===== config.mk =====
export PLATFORM = sky130hd
export DESIGN_NAME = kwm_fifo
export DESIGN_NICKNAME = d
export VERILOG_FILES = /design/src/design/kwm_pkg.sv /design/src/design/kwm_fifo.sv
export SDC_FILE = /design/constraint.sdc
export NUM_CORES = 1
export LEC_CHECK = 0
export BUFFER_PORTS_ARGS = -buffer_cell sky130_fd_sc_hd__buf_2
export CAP_MARGIN = 10
export CORE_MARGIN = 2
export CORE_UTILIZATION = 54
export CTS_CLUSTER_SIZE = 10
export DETAILED_ROUTE_END_ITERATION = 10
export GPL_TIMING_DRIVEN = 1
export PLACE_DENSITY_LB_ADDON = 0.12
export SYNTH_ARGS = -nofsm -noshare
export SYNTH_HDL_FRONTEND = slang
export SYNTH_SLANG_ARGS = --single-unit

===== constraint.sdc =====
create_clock -name clk -period 2.6 [get_ports clk]
set_input_delay 0.26 -clock clk [delete_from_list [all_inputs] [get_ports clk]]
set_output_delay 0.26 -clock clk [all_outputs]
set_load 0.02 [all_outputs]

===== src/design/kwm_pkg.sv =====
// kwm_pkg: shared constants, types and hash step function for the k-mer
// window minimizer extractor; used by kwm_fifo, kwm_core and the top level
`default_nettype none
package kwm_pkg;

    localparam int KMER_LEN    = 15;
    localparam int WINDOW_LEN  = 10;
    localparam int DEDUP_DEPTH = 128;
    localparam int OUT_SLOTS   = 4;
    localparam int FIFO_DEPTH  = 4;

    localparam int HASH_W   = 2 * KMER_LEN;
    localparam int FULL_RUN = WINDOW_LEN + KMER_LEN;
    localparam int RUN_W    = $clog2(FULL_RUN + 1);
    localparam int POS_W    = (WINDOW_LEN > 1) ? $clog2(WINDOW_LEN) : 1;
    localparam int DD_IDX_W = $clog2(DEDUP_DEPTH);
    localparam int DD_CNT_W = $clog2(DEDUP_DEPTH + 1);
    localparam int OCNT_W   = $clog2(OUT_SLOTS + 1);
    localparam int FIFO_AW  = $clog2(FIFO_DEPTH);
    localparam int MIX_STEPS = 7;
    localparam int HSTEP_W  = $clog2(MIX_STEPS);

    localparam logic [HASH_W-1:0] HMAX = '1;

    typedef struct packed {
        logic [HASH_W-1:0] h;
        logic              s;
    } entry_t;

    typedef struct packed {
        logic [2:0] base;
        logic       sor;
        logic       eor;
    } item_t;

    // one step of the invertible integer hash, all ops modulo 2^HASH_W
    function automatic logic [HASH_W-1:0] mix_step(input logic [HASH_W-1:0] k,
                                                   input logic [HSTEP_W-1:0] step);
        logic [HASH_W-1:0] r;
        begin
            case (step)
                HSTEP_W'(0): r = ~k + (k << 21);
                HSTEP_W'(1): r = k ^ (k >> 24);
                HSTEP_W'(2): r = k + (k << 3) + (k << 8);
                HSTEP_W'(3): r = k ^ (k >> 14);
                HSTEP_W'(4): r = k + (k << 2) + (k << 4);
                HSTEP_W'(5): r = k ^ (k >> 28);
                default:     r = k + (k << 31);
            endcase
            return r;
        end
    endfunction

endpackage
`default_nettype wire


===== src/design/kwm_fifo.sv =====
// kwm_fifo: front end, accepts input transfers and queues them for the core
// depends on kwm_pkg
`default_nettype none
module kwm_fifo (
    input  wire logic           clk,
    input  wire logic           rst_n,
    input  wire logic           in_valid,
    output logic                in_ready,
    input  wire kwm_pkg::item_t in_item,
    output logic                out_valid,
    input  wire logic           out_pop,
    output kwm_pkg::item_t      out_item
);
    import kwm_pkg::*;

    item_t              mem_reg [FIFO_DEPTH];
    logic [FIFO_AW-1:0] wptr_reg;
    logic [FIFO_AW-1:0] rptr_reg;
    logic [FIFO_AW:0]   cnt_reg;
    logic               push;
    logic               pop;

    assign in_ready  = (cnt_reg != (FIFO_AW+1)'(FIFO_DEPTH));
    assign out_valid = (cnt_reg != '0);
    assign out_item  = mem_reg[rptr_reg];
    assign push      = in_valid && in_ready;
    assign pop       = out_pop && out_valid;

    // queue storage
    always_ff @(posedge clk)
    begin
        if (push)
        begin
            mem_reg[wptr_reg] <= in_item;
        end
    end

    // pointers and fill count
    always_ff @(posedge clk or negedge rst_n)
    begin
        if (!rst_n)
        begin
            wptr_reg <= '0;
            rptr_reg <= '0;
            cnt_reg  <= '0;
        end
        else
        begin
            if (push)
            begin
                wptr_reg <= (wptr_reg == FIFO_AW'(FIFO_DEPTH - 1)) ? '0 : wptr_reg + 1'b1;
            end
            if (pop)
            begin
                rptr_reg <= (rptr_reg == FIFO_AW'(FIFO_DEPTH - 1)) ? '0 : rptr_reg + 1'b1;
            end
            if (push && !pop)
            begin
                cnt_reg <= cnt_reg + 1'b1;
            end
            else if (pop && !push)
            begin
                cnt_reg <= cnt_reg - 1'b1;
            end
        end
    end
endmodule
`default_nettype wire


==> reports/qor.log <==
qor: job.max-cap-violations 0
qor: setup_path.critPathRequiredTime 2.86 ns
qor: logic_synthesis.synth_fp_nets 78
qor: global_route.via_count_of_the_first_global_routing_pass 622
qor: logic_synthesis.most_common_library_cells_after_synthesis 20 x edfxtp_1, 7 x dfrtp_1, 6 x ha_1, 5 x mux4_2, 4 x and3_2
qor: sta.finalCritPeriodShare 84.5%
qor: final_layout.area_delta_synth_final 12.2%
qor: sta.transition_at_the_pin_with_the_smallest_max_transition_slack 0.388 ns
qor: clocking.cts_made_buffers 3
qor: setup_path.critPathCaptureType register
qor: sta.fin_worst_skew 0.00920 ns
qor: die.die_height 50.4 um
qor: drt.route.detailed.vias_per_inst 5.26
qor: logic_synthesis.syn-mean-instance-area 18.7 um^2
qor: drt.wl_per_cell 15.5 um
qor: drt.routed-wl-met2 818 um
qor: logic_synthesis.netlist_instances 62
qor: final_layout.antenna-diode-count 0
qor: logic_synthesis.post-synth-top-count-cell edfxtp_1
qor: pwr.netSwitchingFraction 34.1%
qor: pwr.sequentialPowerShare 48.9%
qor: drt.route.antenna.remaining_nets 0
qor: logic_synthesis.netlist_top_cells_area edfxtp_1 52%, dfrtp_1 15%, mux4_2 9.7%
qor: placed_design.dpl_worst_slack 0.391 ns
qor: drt.wl_met3 69 um
qor: pwr.p_comb_share 39.2%
qor: drt.detail_route.first_pass.iterations 4
qor: setup_path.worst-endpoint-arrival 2.45 ns
qor: placed_design.finalWeightedCongestion 0.757
qor: setup_path.crit_path_launch_type register
qor: logic_synthesis.yosys.area.top_type edfxtp_1
qor: clocking.cts_post_setup_buffers_inserted 0
qor: pwr.p_int 942 uW
qor: final_layout.final_net_count 98
qor: logic_synthesis.yosys_register_bits 27
qor: pwr.power.leakage 0.000522 uW
qor: sta.max_freq 0.455 GHz
qor: min_path.worst_hold_path_type input pin to register
qor: logic_synthesis.synth_async_sr_flop_share 25.9%
qor: drt.maxUsedRoutingLayer met4
qor: clocking.worstSkewPairLatency 0.31 ns
qor: die.die_area 2540 um^2
qor: clocking.cts_resized 0
qor: drt.met1_length 775 um
qor: sta.maxSlewViolCount 0
qor: die.num_io_pins 16
qor: logic_synthesis.yosys_warnings 0
qor: pwr.clkPwrFrac 12.0%
qor: clocking.cts.sinks 27
qor: die.die_w 50.4 um
qor: placed_design.dp_cells 103
qor: pwr.net_switching_power 487 uW
qor: sta.rsz0062_at_grt false
qor: die.initial_utilization 58.1%
qor: clocking.cts.root.buffer_cell clkbuf_4
qor: global_route.antenna_found_initial 0
qor: global_route.grt_usage 15.3%
qor: drt.total_routed_wirelength 1.68 mm
qor: clocking.clock_tree.buffer_depth 2
qor: die.coreArea 2000 um^2
qor: setup_path.timing_worst_setup_path_type register to register
qor: sta.finalWorstSetupSlack 0.402 ns
qor: logic_synthesis.synthesis.area 1160 um^2
qor: pwr.power_density 1100 nW/um^2
qor: clocking.clock_tree.htree_level_count 1
qor: logic_synthesis.distinct_cell_type_count_of_the_synthesized_netlist 17
qor: drt.drcViolationCount 0
qor: final_layout.layoutNonFillerInstCount 108
qor: placed_design.place_hpwl 1.27 mm
qor: final_layout.multiInputGateArea 370 um^2
qor: sta.fin_crit 2.20 ns
qor: logic_synthesis.synth_enable_flop_cells 20
qor: die.core.rowCount 16
qor: clocking.tritoncts done
qor: sta.setup_total_negative_slack 0 ns
qor: final_layout.n_fill_cell 159
qor: global_route.pin_count_of_the_biggest_net_entering_global_routing 16
qor: placed_design.port_buffers 15
qor: clocking.postCtsHoldBufs 1
qor: run_status.run_status completed
qor: drt.drt_iter0_drc 3
qor: global_route.wire_length_of_the_first_global_routing_pass 2.82 mm
qor: final_layout.regArea 776 um^2
qor: logic_synthesis.dominantRegCellSynth edfxtp_1
qor: sta.setup-violations-final 0
qor: setup_path.critical_path_peak_fanout 4
qor: sta.final_hold_violation_count 0
qor: sta.max_slew_margin 74.1%
qor: global_route.grt_overflow 0
qor: drt.via_count_of_the_routed_design 568
qor: logic_synthesis.yosys.area.top_type_share 51.7%
qor: final_layout.drive_gt1_share 44.4%
qor: logic_synthesis.yosysSeqAreaShare 66.7%
qor: pwr.vdd.ir_drop.worst 0.599 mV
qor: final_layout.largest_reg_flops 20
qor: clocking.path_clk_slew 0.14 ns
qor: sta.final.hold.worst_slack 0.155 ns
## power groups by stage
stage	clock network, uW	logic [uW]	registers, uW
6_report	171	560	698
4_1_cts	178	570	702
2_1_floorplan	0	461	662
3_5_place_dp	0	567	711
5_1_grt	198	624	718
3_3_place_gp	0	547	706
## cell usage in the layout (no fill, tap or decap), drive strengths merged
cell | Yosys | final
and2 | 1 | 1
and3 | 4 | 4
mux4 | 5 | 5
xor2 | 2 | 2
buf | 1 | 15
nor2 | 3 | 3
nand2 | 1 | 1
inv | 3 | 3
or3 | 1 | 1
dfrtp | 7 | 7
edfxtp | 20 | 20
mux2 | 5 | 5
or3b | 1 | 1
xnor2 | 1 | 1
fa | 1 | 1
clkinv | 0 | 1
ha | 6 | 6
clkbuf | 0 | 3
dlygate4sd3 | 0 | 1
## logic make-up (layout without fill, tap and decap cells)
logic type,count (synthesis),count (layout),synth area share [%]
simple gates,11,11,6.24
buf+inv,4,23,1.40
fa+ha+maj,7,7,8.18
xor+xnor,3,3,2.26
flops,27,27,66.7
mux,10,10,15.2
## metrics by stage
step / instance area, um^2 / total power [uW] / utilization, %
after global placement: 1270 / 1250 / 63.2
after detailed placement: 1270 / 1280 / 63.2
after global routing: 1300 / 1540 / 65.1
after CTS: 1300 / 1450 / 65.1
after floorplan: 1160 / 1120 / -
final: 1300 / 1430 / 65.1
## cell type report
cell class | instances | share of cell area (%)
Clock buffer | 3 | 1.73
Tap cell | 27 | 2.59
Timing Repair Buffer | 16 | 6.53
Multi-Input combinational cell | 31 | 28.4
Clock inverter | 1 | 0.384
Inverter | 3 | 0.864
Sequential cell | 27 | 59.5
## routing by layer
| metal | GRT usage, % | vias up |
|---|---|---|
| met5 | 0 | - |
| met4 | 5.41 | 0 |
| met3 | 2.68 | 2 |
| met2 | 24.3 | 14 |
| met1 | 21.5 | 281 |
| li1 | - | 271 |
## worst max-delay path: stages (launching register included)
cell and delay [ns]:
dfrtp_1 0.45, or3_2 0.49, nand2_1 0.15, ha_1 0.20, inv_1 0.06, fa_1 0.38, xor2_1 0.15, nor2_1 0.11
xor2_1 0.14
## path summary, 6_finish.rpt
path | from | end | slack (ns) | cells past startpoint
setup / recovery | cnt_reg[1] | cnt_reg[2] | 0.40 | 8
hold / removal | in_item[2] | mem_reg[1][2] | 0.16 | 1
setup reg to reg | cnt_reg[1] | cnt_reg[2] | 0.40 | 8
hold reg to reg | cnt_reg[2] | cnt_reg[2] | 0.50 | 1
max in group asynchronous | rst_n | wptr_reg[1] | 2.17 | 2
min in group asynchronous | rst_n | cnt_reg[2] | 0.28 | 2
Note: power is estimated with default switching activity, not from simulation.
